### src/rtl/core/clps_pkg.sv
`timescale 1ns / 1ps

package clps_pkg;

  // Frame sequencer states
  typedef enum logic [2:0] {
    ST_IDLE,
    ST_STRENGTH,
    ST_SUM,
    ST_MUL,
    ST_DIV_START,
    ST_DIV_WAIT,
    ST_DONE
  } seq_state_t;

  // Configuration register indexes
  localparam int CFG_INDEX_W = 2;
  localparam int CFG_DATA_W  = 16;
  localparam logic [CFG_INDEX_W-1:0] CFG_THRESHOLD = 2'd0;
  localparam logic [CFG_INDEX_W-1:0] CFG_FLOOR     = 2'd1;
  localparam logic [CFG_INDEX_W-1:0] CFG_SPACING   = 2'd2;

  // Register widths and reset values
  localparam int THRESH_W  = 16;
  localparam int FLOOR_W   = 8;
  localparam int SPACING_W = 4;
  localparam logic signed [THRESH_W-1:0] THRESH_RESET  = -16'sd186;
  localparam logic        [FLOOR_W-1:0]  FLOOR_RESET   = 8'd1;
  localparam logic        [SPACING_W-1:0] SPACING_RESET = 4'd2;

  // Result field formats
  localparam int PHASE_W       = 4;
  localparam int WEIGHT_FIELDS = 4;
  localparam int WEIGHT_W      = 16;
  localparam int WEIGHT_SHIFT  = 15;
  localparam int MEAN_W        = 14;
  localparam int VAR_W         = 17;
  localparam int MEAN_SHIFT    = 7;
  localparam int VAR_SHIFT     = 6;
  localparam logic [31:0] WEIGHT_ONE = 32'd32768;
  localparam logic [31:0] MEAN_MAX   = 32'd8191;
  localparam logic [31:0] VAR_MAX    = 32'd131071;

endpackage

### src/rtl/core/clps_if.sv
`timescale 1ns / 1ps

// Sample channel: one ADC reading per beat
interface clps_sample_if #(
  parameter int SAMPLE_BITS = 12
);
  logic                   valid;
  logic                   ready;
  logic [SAMPLE_BITS-1:0] sample;

  modport source (output valid, output sample, input ready);
  modport sink   (input valid, input sample, output ready);
endinterface

// Result channel: one result per accepted sample
interface clps_result_if;
  import clps_pkg::*;

  logic                       valid;
  logic                       ready;
  logic [PHASE_W-1:0]         drive_pattern;
  logic                       frame_valid;
  logic signed [MEAN_W-1:0]   position_mean;
  logic [VAR_W-1:0]           position_variance;
  logic [WEIGHT_W-1:0]        weight_0;
  logic [WEIGHT_W-1:0]        weight_1;
  logic [WEIGHT_W-1:0]        weight_2;
  logic [WEIGHT_W-1:0]        weight_3;

  modport source (
    output valid, output drive_pattern, output frame_valid, output position_mean,
    output position_variance, output weight_0, output weight_1, output weight_2,
    output weight_3, input ready
  );
  modport sink (
    input valid, input drive_pattern, input frame_valid, input position_mean,
    input position_variance, input weight_0, input weight_1, input weight_2,
    input weight_3, output ready
  );
endinterface

### src/rtl/core/clps_div.sv
`timescale 1ns / 1ps

// Restoring divider, one quotient bit per cycle, MSB first.
// The caller guarantees dividend < divisor * 2**QW.
module clps_div #(
  parameter int DVD_W = 70,
  parameter int DVS_W = 46,
  parameter int QW    = 19
) (
  input  logic             clk,
  input  logic             rst,
  input  logic             start,
  input  logic [DVD_W-1:0] dividend,
  input  logic [DVS_W-1:0] divisor,
  output logic             busy,
  output logic [QW-1:0]    quotient
);

  localparam int CMP_W = (DVD_W > DVS_W + QW - 1) ? DVD_W : DVS_W + QW - 1;
  localparam int CNT_W = $clog2(QW + 1);

  logic [CMP_W-1:0] rem;
  logic [CMP_W-1:0] dsh;
  logic [QW-1:0]    quo;
  logic [CNT_W-1:0] cnt;
  logic             ge;

  assign ge       = rem >= dsh;
  assign busy     = cnt != '0;
  assign quotient = quo;

  // bit counter
  always_ff @(posedge clk) begin
    if (rst) begin
      cnt <= '0;
    end else if (start) begin
      cnt <= CNT_W'(QW);
    end else if (busy) begin
      cnt <= cnt - 1'b1;
    end
  end

  // remainder, shifted divisor, quotient
  always_ff @(posedge clk) begin
    if (start) begin
      rem <= CMP_W'(dividend);
      dsh <= CMP_W'(divisor) << (QW - 1);
      quo <= '0;
    end else if (busy) begin
      if (ge) begin
        rem <= rem - dsh;
      end
      quo <= {quo[QW-2:0], ge};
      dsh <= dsh >> 1;
    end
  end

endmodule

### src/rtl/core/coded_line_position_sensor.sv
`timescale 1ns / 1ps
// A sample that does not close a frame gives its result beat in the cycle after it
// is taken, and one sample per cycle is accepted while results drain.
// The sample that closes a frame runs strength, sum and multiply steps, then (unless the sum is
// zero) weight, mean and variance divides on the serial divider of QW bits (17 at the defaults).
// Reset (synchronous, rst high) clears phase, accumulators, the sequencer and the result
// valid flag, and loads the register defaults.
module coded_line_position_sensor #(
  parameter int SENSOR_COUNT = 4,
  parameter int SAMPLE_BITS  = 12
) (
  input  logic                              clk,
  input  logic                              rst,
  clps_sample_if.sink                       samples,
  clps_result_if.source                     results,
  input  logic                              wr_en,
  input  logic [clps_pkg::CFG_INDEX_W-1:0]  wr_index,
  input  logic [clps_pkg::CFG_DATA_W-1:0]   wr_data
);
  import clps_pkg::*;

  localparam int ACC_W   = SAMPLE_BITS + 5;
  localparam int STR_W   = SAMPLE_BITS + 4;
  localparam int LOGN    = $clog2(SENSOR_COUNT);
  localparam int SUM_W   = STR_W + LOGN;
  localparam int MAG_W   = SUM_W + LOGN;
  localparam int SX_W    = MAG_W + 1;
  localparam int SXX_W   = SUM_W + 2 * LOGN;
  localparam int OFF_W   = LOGN + 2;
  localparam int OFF2_W  = 2 * LOGN;
  localparam int PW      = MAG_W + SXX_W;
  localparam int DVS_W   = 2 * SUM_W;
  localparam int SP2_W   = 2 * SPACING_W;
  localparam int MSP_W   = MAG_W + SPACING_W;
  localparam int VN_W    = PW + SP2_W;
  localparam int DVD_W   = VN_W + VAR_SHIFT + 1;
  localparam int CW      = (ACC_W > THRESH_W) ? ACC_W : THRESH_W;
  localparam int NW      = (SENSOR_COUNT < WEIGHT_FIELDS) ? SENSOR_COUNT : WEIGHT_FIELDS;
  localparam int SP_MAX  = (1 << SPACING_W) - 1;
  localparam int VAR_BND = (SENSOR_COUNT - 1) * (SENSOR_COUNT - 1) * (1 << VAR_SHIFT)
                           * SP_MAX * SP_MAX + 2;
  localparam int QW_V    = $clog2(VAR_BND);
  localparam int QW      = (QW_V > WEIGHT_W) ? QW_V : WEIGHT_W;
  localparam int SI_W    = $clog2(SENSOR_COUNT);
  localparam int JOB_W   = $clog2(NW + 2);
  localparam int IDX_A   = (SI_W > JOB_W) ? SI_W : JOB_W;
  localparam int IDX_W   = (IDX_A > 3) ? IDX_A : 3;

  // multiply steps and divide jobs
  localparam logic [IDX_W-1:0] MS_SSXX  = IDX_W'(0);
  localparam logic [IDX_W-1:0] MS_MAG2  = IDX_W'(1);
  localparam logic [IDX_W-1:0] MS_S2    = IDX_W'(2);
  localparam logic [IDX_W-1:0] MS_DIFF  = IDX_W'(3);
  localparam logic [IDX_W-1:0] MS_SCALE = IDX_W'(4);
  localparam logic [IDX_W-1:0] JOB_MEAN = IDX_W'(NW);
  localparam logic [IDX_W-1:0] JOB_VAR  = IDX_W'(NW + 1);
  localparam logic [IDX_W-1:0] LAST_SENSOR = IDX_W'(SENSOR_COUNT - 1);

  function automatic logic signed [OFF_W-1:0] sensor_offset(input logic [SI_W-1:0] i);
    return OFF_W'(2 * int'(i) - (SENSOR_COUNT - 1));
  endfunction

  function automatic logic [OFF2_W-1:0] sensor_offset_sq(input logic [SI_W-1:0] i);
    int o;
    o = 2 * int'(i) - (SENSOR_COUNT - 1);
    return OFF2_W'(o * o);
  endfunction

  // configuration
  logic signed [THRESH_W-1:0] thresh;
  logic [FLOOR_W-1:0]         floor_val;
  logic [SPACING_W-1:0]       spacing;

  // sequencer
  seq_state_t       state, state_next;
  logic [IDX_W-1:0] idx, idx_next;
  logic             div_start;

  // frame state and working registers
  logic [PHASE_W-1:0]      phase;
  logic signed [ACC_W-1:0] acc [SENSOR_COUNT];
  logic [STR_W-1:0]        raw [SENSOR_COUNT];
  logic [STR_W-1:0]        raw_calc [SENSOR_COUNT];
  logic [SUM_W-1:0]        s_acc;
  logic signed [SX_W-1:0]  sx_acc;
  logic [SXX_W-1:0]        sxx_acc;
  logic [PW-1:0]           p_ssxx;
  logic [PW-1:0]           p_mag2;
  logic [DVS_W-1:0]        p_s2;
  logic [SP2_W-1:0]        sp2;
  logic [MSP_W-1:0]        mag_sp;
  logic [VN_W-1:0]         vnum;

  // result register
  logic                     res_valid;
  logic [PHASE_W-1:0]       r_pattern;
  logic                     r_frame;
  logic signed [MEAN_W-1:0] r_mean;
  logic [VAR_W-1:0]         r_var;
  logic [WEIGHT_W-1:0]      r_weight [WEIGHT_FIELDS];

  logic                    in_acc;
  logic [PHASE_W-1:0]      phase_next;
  logic signed [ACC_W-1:0] smp_ext;
  logic                    sx_neg;
  logic [SX_W-1:0]         mag_full;
  logic [MAG_W-1:0]        mag;
  logic [STR_W-1:0]        raw_sel;
  logic [SI_W-1:0]         sensor_idx;
  logic [MAG_W-1:0]        mul_a;
  logic [SXX_W-1:0]        mul_b;
  logic [PW-1:0]           mul_p;
  logic [DVD_W-1:0]        div_dividend;
  logic [DVS_W-1:0]        div_divisor;
  logic                    div_busy;
  logic [QW-1:0]           div_q;
  logic [31:0]             q32;
  logic [31:0]             mean_sat;
  logic [VAR_W-1:0]        var_sat;
  logic [MEAN_W-1:0]       mean_mag;

  // handshake
  assign samples.ready = (state == ST_IDLE) && (!res_valid || results.ready);
  assign in_acc        = samples.valid && samples.ready;
  assign phase_next    = phase + 1'b1;
  assign smp_ext       = $signed({{(ACC_W - SAMPLE_BITS){1'b0}}, samples.sample});

  assign results.valid             = res_valid;
  assign results.drive_pattern     = r_pattern;
  assign results.frame_valid       = r_frame;
  assign results.position_mean     = r_mean;
  assign results.position_variance = r_var;
  assign results.weight_0          = r_weight[0];
  assign results.weight_1          = r_weight[1];
  assign results.weight_2          = r_weight[2];
  assign results.weight_3          = r_weight[3];

  // configuration writes
  always_ff @(posedge clk) begin
    if (rst) begin
      thresh    <= THRESH_RESET;
      floor_val <= FLOOR_RESET;
      spacing   <= SPACING_RESET;
    end else if (wr_en) begin
      case (wr_index)
        CFG_THRESHOLD: thresh    <= $signed(wr_data[THRESH_W-1:0]);
        CFG_FLOOR:     floor_val <= wr_data[FLOOR_W-1:0];
        CFG_SPACING:   spacing   <= wr_data[SPACING_W-1:0];
        default:       ;
      endcase
    end
  end

  // per-sensor strength from the closing accumulator
  always_comb begin
    logic signed [ACC_W-1:0] neg_acc;
    for (int i = 0; i < SENSOR_COUNT; i++) begin
      neg_acc = -acc[i];
      if (CW'(acc[i]) < CW'(thresh)) begin
        raw_calc[i] = acc[i][ACC_W-1] ? neg_acc[STR_W-1:0] : '0;
      end else begin
        raw_calc[i] = {{(STR_W - FLOOR_W){1'b0}}, floor_val};
      end
    end
  end

  // shared operand selection
  assign sensor_idx = idx[SI_W-1:0];
  assign raw_sel    = (idx < IDX_W'(SENSOR_COUNT)) ? raw[sensor_idx] : '0;
  assign sx_neg     = sx_acc[SX_W-1];
  assign mag_full   = sx_neg ? SX_W'(-sx_acc) : SX_W'(sx_acc);
  assign mag        = mag_full[MAG_W-1:0];

  always_comb begin
    case (idx)
      MS_MAG2: begin
        mul_a = mag;
        mul_b = SXX_W'(mag);
      end
      MS_S2: begin
        mul_a = MAG_W'(s_acc);
        mul_b = SXX_W'(s_acc);
      end
      default: begin
        mul_a = MAG_W'(s_acc);
        mul_b = sxx_acc;
      end
    endcase
  end
  assign mul_p = PW'(mul_a) * PW'(mul_b);

  // divider operands: weights, then mean, then variance
  always_comb begin
    if (idx < JOB_MEAN) begin
      div_dividend = (DVD_W'(raw_sel) << WEIGHT_SHIFT) + (DVD_W'(s_acc) >> 1);
      div_divisor  = DVS_W'(s_acc);
    end else if (idx == JOB_MEAN) begin
      div_dividend = (DVD_W'(mag_sp) << MEAN_SHIFT) + (DVD_W'(s_acc) >> 1);
      div_divisor  = DVS_W'(s_acc);
    end else begin
      div_dividend = (DVD_W'(vnum) << VAR_SHIFT) + (DVD_W'(p_s2) >> 1);
      div_divisor  = p_s2;
    end
  end

  clps_div #(
    .DVD_W (DVD_W),
    .DVS_W (DVS_W),
    .QW    (QW)
  ) u_div (
    .clk      (clk),
    .rst      (rst),
    .start    (div_start),
    .dividend (div_dividend),
    .divisor  (div_divisor),
    .busy     (div_busy),
    .quotient (div_q)
  );

  // quotient saturation
  assign q32      = 32'(div_q);
  assign mean_sat = (q32 > MEAN_MAX) ? (sx_neg ? MEAN_MAX + 32'd1 : MEAN_MAX) : q32;
  assign mean_mag = mean_sat[MEAN_W-1:0];
  assign var_sat  = (q32 > VAR_MAX) ? VAR_MAX[VAR_W-1:0] : q32[VAR_W-1:0];

  // sequencer state register
  always_ff @(posedge clk) begin
    if (rst) begin
      state <= ST_IDLE;
      idx   <= '0;
    end else begin
      state <= state_next;
      idx   <= idx_next;
    end
  end

  // next state and controls
  always_comb begin
    state_next = state;
    idx_next   = idx;
    div_start  = 1'b0;
    case (state)
      ST_IDLE: begin
        if (in_acc && (phase_next == '0)) begin
          state_next = ST_STRENGTH;
        end
      end
      ST_STRENGTH: begin
        idx_next   = '0;
        state_next = ST_SUM;
      end
      ST_SUM: begin
        if (idx == LAST_SENSOR) begin
          idx_next   = '0;
          state_next = ST_MUL;
        end else begin
          idx_next = idx + 1'b1;
        end
      end
      ST_MUL: begin
        if (s_acc == '0) begin
          state_next = ST_DONE;
        end else if (idx == MS_SCALE) begin
          idx_next   = '0;
          state_next = ST_DIV_START;
        end else begin
          idx_next = idx + 1'b1;
        end
      end
      ST_DIV_START: begin
        div_start  = 1'b1;
        state_next = ST_DIV_WAIT;
      end
      ST_DIV_WAIT: begin
        if (!div_busy) begin
          if (idx == JOB_VAR) begin
            state_next = ST_DONE;
          end else begin
            idx_next   = idx + 1'b1;
            state_next = ST_DIV_START;
          end
        end
      end
      ST_DONE: begin
        state_next = ST_IDLE;
      end
      default: begin
        state_next = ST_IDLE;
      end
    endcase
  end

  // phase and accumulators
  always_ff @(posedge clk) begin
    if (rst) begin
      phase <= '0;
      for (int i = 0; i < SENSOR_COUNT; i++) begin
        acc[i] <= '0;
      end
    end else if (in_acc) begin
      phase <= phase_next;
      for (int i = 0; i < SENSOR_COUNT; i++) begin
        if ((i < PHASE_W) && phase[i % PHASE_W]) begin
          acc[i] <= acc[i] + smp_ext;
        end else begin
          acc[i] <= acc[i] - smp_ext;
        end
      end
    end else if (state == ST_STRENGTH) begin
      for (int i = 0; i < SENSOR_COUNT; i++) begin
        acc[i] <= '0;
      end
    end
  end

  // frame datapath
  always_ff @(posedge clk) begin
    case (state)
      ST_STRENGTH: begin
        for (int i = 0; i < SENSOR_COUNT; i++) begin
          raw[i] <= raw_calc[i];
        end
        s_acc   <= '0;
        sx_acc  <= '0;
        sxx_acc <= '0;
      end
      ST_SUM: begin
        s_acc   <= s_acc + SUM_W'(raw_sel);
        sx_acc  <= sx_acc + SX_W'($signed({1'b0, raw_sel})) * SX_W'(sensor_offset(sensor_idx));
        sxx_acc <= sxx_acc + SXX_W'(raw_sel) * SXX_W'(sensor_offset_sq(sensor_idx));
      end
      ST_MUL: begin
        case (idx)
          MS_SSXX: begin
            p_ssxx <= mul_p;
            sp2    <= SP2_W'(spacing) * SP2_W'(spacing);
            mag_sp <= MSP_W'(mag) * MSP_W'(spacing);
          end
          MS_MAG2:  p_mag2 <= mul_p;
          MS_S2:    p_s2   <= mul_p[DVS_W-1:0];
          MS_DIFF:  p_ssxx <= p_ssxx - p_mag2;
          MS_SCALE: vnum   <= VN_W'(p_ssxx) * VN_W'(sp2);
          default:  ;
        endcase
      end
      default: ;
    endcase
  end

  // result register: valid flag
  always_ff @(posedge clk) begin
    if (rst) begin
      res_valid <= 1'b0;
    end else if (in_acc && (phase_next != '0)) begin
      res_valid <= 1'b1;
    end else if (state == ST_DONE) begin
      res_valid <= 1'b1;
    end else if (results.ready) begin
      res_valid <= 1'b0;
    end
  end

  // result register: payload
  always_ff @(posedge clk) begin
    if (in_acc) begin
      r_pattern <= phase_next;
      r_frame   <= (phase_next == '0);
      r_mean    <= '0;
      r_var     <= '0;
      for (int k = 0; k < WEIGHT_FIELDS; k++) begin
        r_weight[k] <= '0;
      end
    end else if ((state == ST_DIV_WAIT) && !div_busy) begin
      if (idx < JOB_MEAN) begin
        r_weight[idx[1:0]] <= div_q[WEIGHT_W-1:0];
      end else if (idx == JOB_MEAN) begin
        r_mean <= sx_neg ? $signed(-mean_mag) : $signed(mean_mag);
      end else begin
        r_var <= var_sat;
      end
    end
  end

endmodule

### src/flat_wrapper.sv
// flat-port wrapper written by rule: the top's interface ports become plain ports
module coded_line_position_sensor_flat import clps_pkg::*;
#(
  parameter int SENSOR_COUNT = 4,
  parameter int SAMPLE_BITS  = 12
)
  (clk, rst, wr_en, wr_index, wr_data, samples_valid, samples_sample, samples_ready, results_valid, results_drive_pattern, results_frame_valid, results_position_mean, results_position_variance, results_weight_0, results_weight_1, results_weight_2, results_weight_3, results_ready);
  clps_sample_if #(.SAMPLE_BITS(SAMPLE_BITS)) samples_i ();
  clps_result_if results_i ();
  input  logic clk;
  input  logic rst;
  input  logic wr_en;
  input  logic [clps_pkg::CFG_INDEX_W-1:0] wr_index;
  input  logic [clps_pkg::CFG_DATA_W-1:0] wr_data;
  input wire logic [$bits(samples_i.valid)-1:0] samples_valid;
  input wire logic [$bits(samples_i.sample)-1:0] samples_sample;
  output wire logic [$bits(samples_i.ready)-1:0] samples_ready;
  output wire logic [$bits(results_i.valid)-1:0] results_valid;
  output wire logic [$bits(results_i.drive_pattern)-1:0] results_drive_pattern;
  output wire logic [$bits(results_i.frame_valid)-1:0] results_frame_valid;
  output wire logic [$bits(results_i.position_mean)-1:0] results_position_mean;
  output wire logic [$bits(results_i.position_variance)-1:0] results_position_variance;
  output wire logic [$bits(results_i.weight_0)-1:0] results_weight_0;
  output wire logic [$bits(results_i.weight_1)-1:0] results_weight_1;
  output wire logic [$bits(results_i.weight_2)-1:0] results_weight_2;
  output wire logic [$bits(results_i.weight_3)-1:0] results_weight_3;
  input wire logic [$bits(results_i.ready)-1:0] results_ready;
  assign samples_i.valid = samples_valid;
  assign samples_i.sample = samples_sample;
  assign samples_ready = samples_i.ready;
  assign results_valid = results_i.valid;
  assign results_drive_pattern = results_i.drive_pattern;
  assign results_frame_valid = results_i.frame_valid;
  assign results_position_mean = results_i.position_mean;
  assign results_position_variance = results_i.position_variance;
  assign results_weight_0 = results_i.weight_0;
  assign results_weight_1 = results_i.weight_1;
  assign results_weight_2 = results_i.weight_2;
  assign results_weight_3 = results_i.weight_3;
  assign results_i.ready = results_ready;
  coded_line_position_sensor #(.SENSOR_COUNT(SENSOR_COUNT), .SAMPLE_BITS(SAMPLE_BITS)) u_core (.clk(clk), .rst(rst), .samples(samples_i), .results(results_i), .wr_en(wr_en), .wr_index(wr_index), .wr_data(wr_data));
endmodule
### config.mk
export PLATFORM = sky130hd
export DESIGN_NAME = coded_line_position_sensor_flat
export DESIGN_NICKNAME = d
export VERILOG_FILES = /design/src/rtl/core/clps_pkg.sv /design/src/rtl/core/clps_if.sv /design/src/rtl/core/clps_div.sv /design/src/rtl/core/coded_line_position_sensor.sv /design/src/flat_wrapper.sv
export SDC_FILE = /design/constraint.sdc
export NUM_CORES = 2
export LEC_CHECK = 0
export BUFFER_PORTS_ARGS = -buffer_cell sky130_fd_sc_hd__buf_2
export CORE_ASPECT_RATIO = 0.5
export CORE_MARGIN = 2
export CORE_UTILIZATION = 40
export DETAILED_ROUTE_END_ITERATION = 6
export SETUP_SLACK_MARGIN = 0.3
export SYNTH_ARGS = -nofsm -noshare
export SYNTH_HDL_FRONTEND = slang
export SYNTH_SLANG_ARGS = --single-unit
### constraint.sdc
create_clock -name clk -period 25.7 [get_ports clk]
set_input_delay 5.14 -clock clk [delete_from_list [all_inputs] [get_ports clk]]
set_output_delay 5.14 -clock clk [all_outputs]
set_load 0.02 [all_outputs]
==> flow_summary.json <==
{
  "status": "completed",
  "yosysTopAreaCellShare_pct": 21.7,
  "grt_pass1_vias": 55942,
  "synth_most_common_cell": "inv_1",
  "wl_per_cell_um": 21.0,
  "io_buffers": 136,
  "rsz0062_at_grt": "false",
  "drv_slew": 0,
  "area_growth_pct": 8.25,
  "post-route-period-util_pct": 44.1,
  "period_needed_ps": 11340,
  "synth_common_cells": "inv_1, nand2_1, fa_1, ha_1, nor2_1",
  "grt-busiest-layer": "met2",
  "required_ps": 20560,
  "regArea_um2": 18600,
  "insertion_delay_ps": 720,
  "track_usage_pct": 23.7,
  "cts_root_buf": "clkbuf_16",
  "dr.first_iter.drc_count": 5511,
  "crit_arrival_ps": 6200,
  "gp_congestion": 0.920,
  "yosysTopAreaCell": "edfxtp_1",
  "final_antenna_net_count": 0,
  "use_met1_pct": 33.6,
  "grt-ovfl-total": 0,
  "wirelength_um": 219000,
  "skew_ps": 52.7,
  "worst_slew_pin_slew_ps": 1340,
  "tns_ps": 0,
  "min_path_type": "reg -> reg",
  "syn_area_um2": 72400,
  "grt_pass1_wl_um": 336000,
  "first_pass_iters": 6,
  "clk_pin_slew_ps": 70,
  "ys_seq_area_share_pct": 25.6,
  "ctsResizeCount": 0,
  "yosys-top-cells-area": "edfxtp_1, fa_1, ha_1",
  "critPathKind": "in -> out",
  "antenna_found_initial": 13,
  "grt_max_degree": 68,
  "critical_path.max_fanout": 2,
  "clockBufferDepth": 3,
  "synth_flop_cell": "edfxtp_1",
  "fill_cells": 17603,
  "chipWidth_um": 606,
  "synth-edff-count": 522,
  "endpoint_kind": "output port",
  "cts_setup_buffers": 0,
  "synth_cells": 7925,
  "irDropWorstVdd_mv": 0.0599,
  "drc": 0,
  "drive_gt1_share_pct": 6.56,
  "final_util_pct": 43.6,
  "multi_input_area_um2": 49000,
  "dieArea_um2": 185000,
  "coreArea_um2": 180000,
  "timing.slew.headroom_pct": 10.8,
  "power.leakage_nw": 35.4,
  "yosysWarnings": 0,
  "post-dp-hpwl_um": 172000,
  "avgSynthCellArea_um2": 9.13,
  "start_util_pct": 40.2,
  "power.density_nw_per_um2": 55.5,
  "ys_types": 109,
  "io_pins": 137,
  "fin_nets": 9328,
  "cp-start-kind": "primary input",
  "cts_buffers": 75,
  "cts_tree": "built",
  "grt_use_met2_pct": 34.8,
  "cts-htree-levels": 3,
  "hold_viol_final": 0,
  "setup_viol_count_final": 0,
  "num_vias": 57172,
  "rows": 110,
  "met3_usage_pct": 6.50,
  "cts-hold-fix-buffers": 0,
  "drv_cap": 0,
  "die_y_um": 305,
  "vias_per_cell": 5.49,
  "ys_ff_latch": 666,
  "async_reset_ff_share_pct": 0,
  "cts.sinks": 666,
  "max_freq_ghz": 0.0882,
  "regToRegSetupSlack_ps": 15240
}
## kinds of logic (layout without fill, tap and decap cells)
kind of cell / count (synthesis) / after routing / share of synthesized area, %
buffers and inverters: 1319 / 1388 / 6.87
adder cells (fa/ha/maj): 1358 / 1358 / 30.5
AND/OR/NAND/NOR: 2554 / 2554 / 16.3
flip-flops: 666 / 666 / 25.6
other: 2 / 8 / 0.0104
XOR/XNOR: 447 / 447 / 5.42
AO/OA/AOI/OAI: 1483 / 1483 / 13.5
multiplexers: 96 / 96 / 1.64
## path summary, 6_finish.rpt
kind                                        startpoint                                   end  cells after the start
setup / recovery                         results_ready                         samples_ready                      4
hold / removal    u_core.results.position_variance[14]  u_core.results.position_variance[14]                      2
setup reg to reg                      u_core.sx_acc[0]                     u_core.p_ssxx[38]                     32
hold reg to reg   u_core.results.position_variance[14]  u_core.results.position_variance[14]                      2
## layout make-up
class / count / area share [%]
clock buffers: 90 / 2.53
diodes: 2 / 0.00639
inverters: 1013 / 4.85
clock inverters: 50 / 0.693
flip-flops and latches: 666 / 23.7
multi-input cells: 5944 / 62.6
well taps: 2408 / 3.85
repair buffers: 235 / 1.82
## routing by layer
metal  wire (µm)  part of all wire [%]  up-vias
li1            -                     -    26820
met1       99200                    45    27946
met2       91500                    42     2047
met3       21200                   9.7      357
met4        6920                   3.2        2
met5          13                0.0059        -
## registers in the layout (all words and copies together), names as in the netlist, 7 cells and up, named ones only
register,cells
u_core.sxx_acc,22
u_core.thresh,16
u_core.u_div.quotient,17
u_core.p_mag2,42
u_core.u_div.rem,57
u_core.vnum,50
u_core.sx_acc,21
u_core.sp2,7
u_core.floor_val,8
u_core.p_ssxx,42
u_core.raw,64
u_core.p_s2,36
u_core.s_acc,18
u_core.mag_sp,24
u_core.u_div.dsh,52
u_core.results.position_mean,14
u_core.results.position_variance,17
u_core.acc,68
u_core.r_weight,64
## worst max-delay path, cell delays in order
cell and delay (ps):
buf_2 70, nor2b_1 50, nor4_2 640, buf_2 300
## through the flow
step	cell area, µm²	cells	worst slack [ps]	power (W)	hold WS, ps
floorplan	72400	7929	14690	0.00279	436
global placement	75800	10266	14280	0.00319	443
detailed placement	75800	10266	14280	0.00320	446
CTS	78300	10406	14270	0.00435	455
global route	78300	10407	14260	0.00461	477
finish	78300	10408	14360	0.00435	451
## power breakdown
group	internal (W)	switching, W
combinational	0.000666	0.00101
clock	0.000608	0.000528
sequential	0.00140	0.000140
## layout by cell type, fill, tap and decap left out, types with 36 or more instances in the layout
| master | synthesis | layout |
|---|---|---|
| a211oi_1 | 54 | 54 |
| a21o_1 | 199 | 199 |
| a21oi_1 | 432 | 428 |
| a31oi_1 | 52 | 52 |
| and2_1 | 257 | 257 |
| and3_1 | 70 | 70 |
| buf_2 | 19 | 136 |
| buf_4 | 0 | 99 |
| clkbuf_16 | 0 | 75 |
| dfxtp_1 | 144 | 143 |
| edfxtp_1 | 522 | 522 |
| fa_1 | 680 | 680 |
| ha_1 | 678 | 677 |
| inv_1 | 1003 | 1003 |
| mux2i_1 | 60 | 60 |
| nand2_1 | 927 | 927 |
| nand2b_1 | 65 | 62 |
| nand3_1 | 140 | 140 |
| nand4_1 | 49 | 49 |
| nor2_1 | 677 | 670 |
| nor2b_1 | 60 | 59 |
| nor3_1 | 113 | 113 |
| o211ai_1 | 62 | 62 |
| o21a_1 | 42 | 42 |
| o21ai_0 | 257 | 253 |
| o21bai_1 | 41 | 41 |
| o22ai_1 | 36 | 36 |
| or3_1 | 55 | 55 |
| xnor2_1 | 291 | 291 |
| xor2_1 | 155 | 155 |
Power figures use the tool's default switching activity.
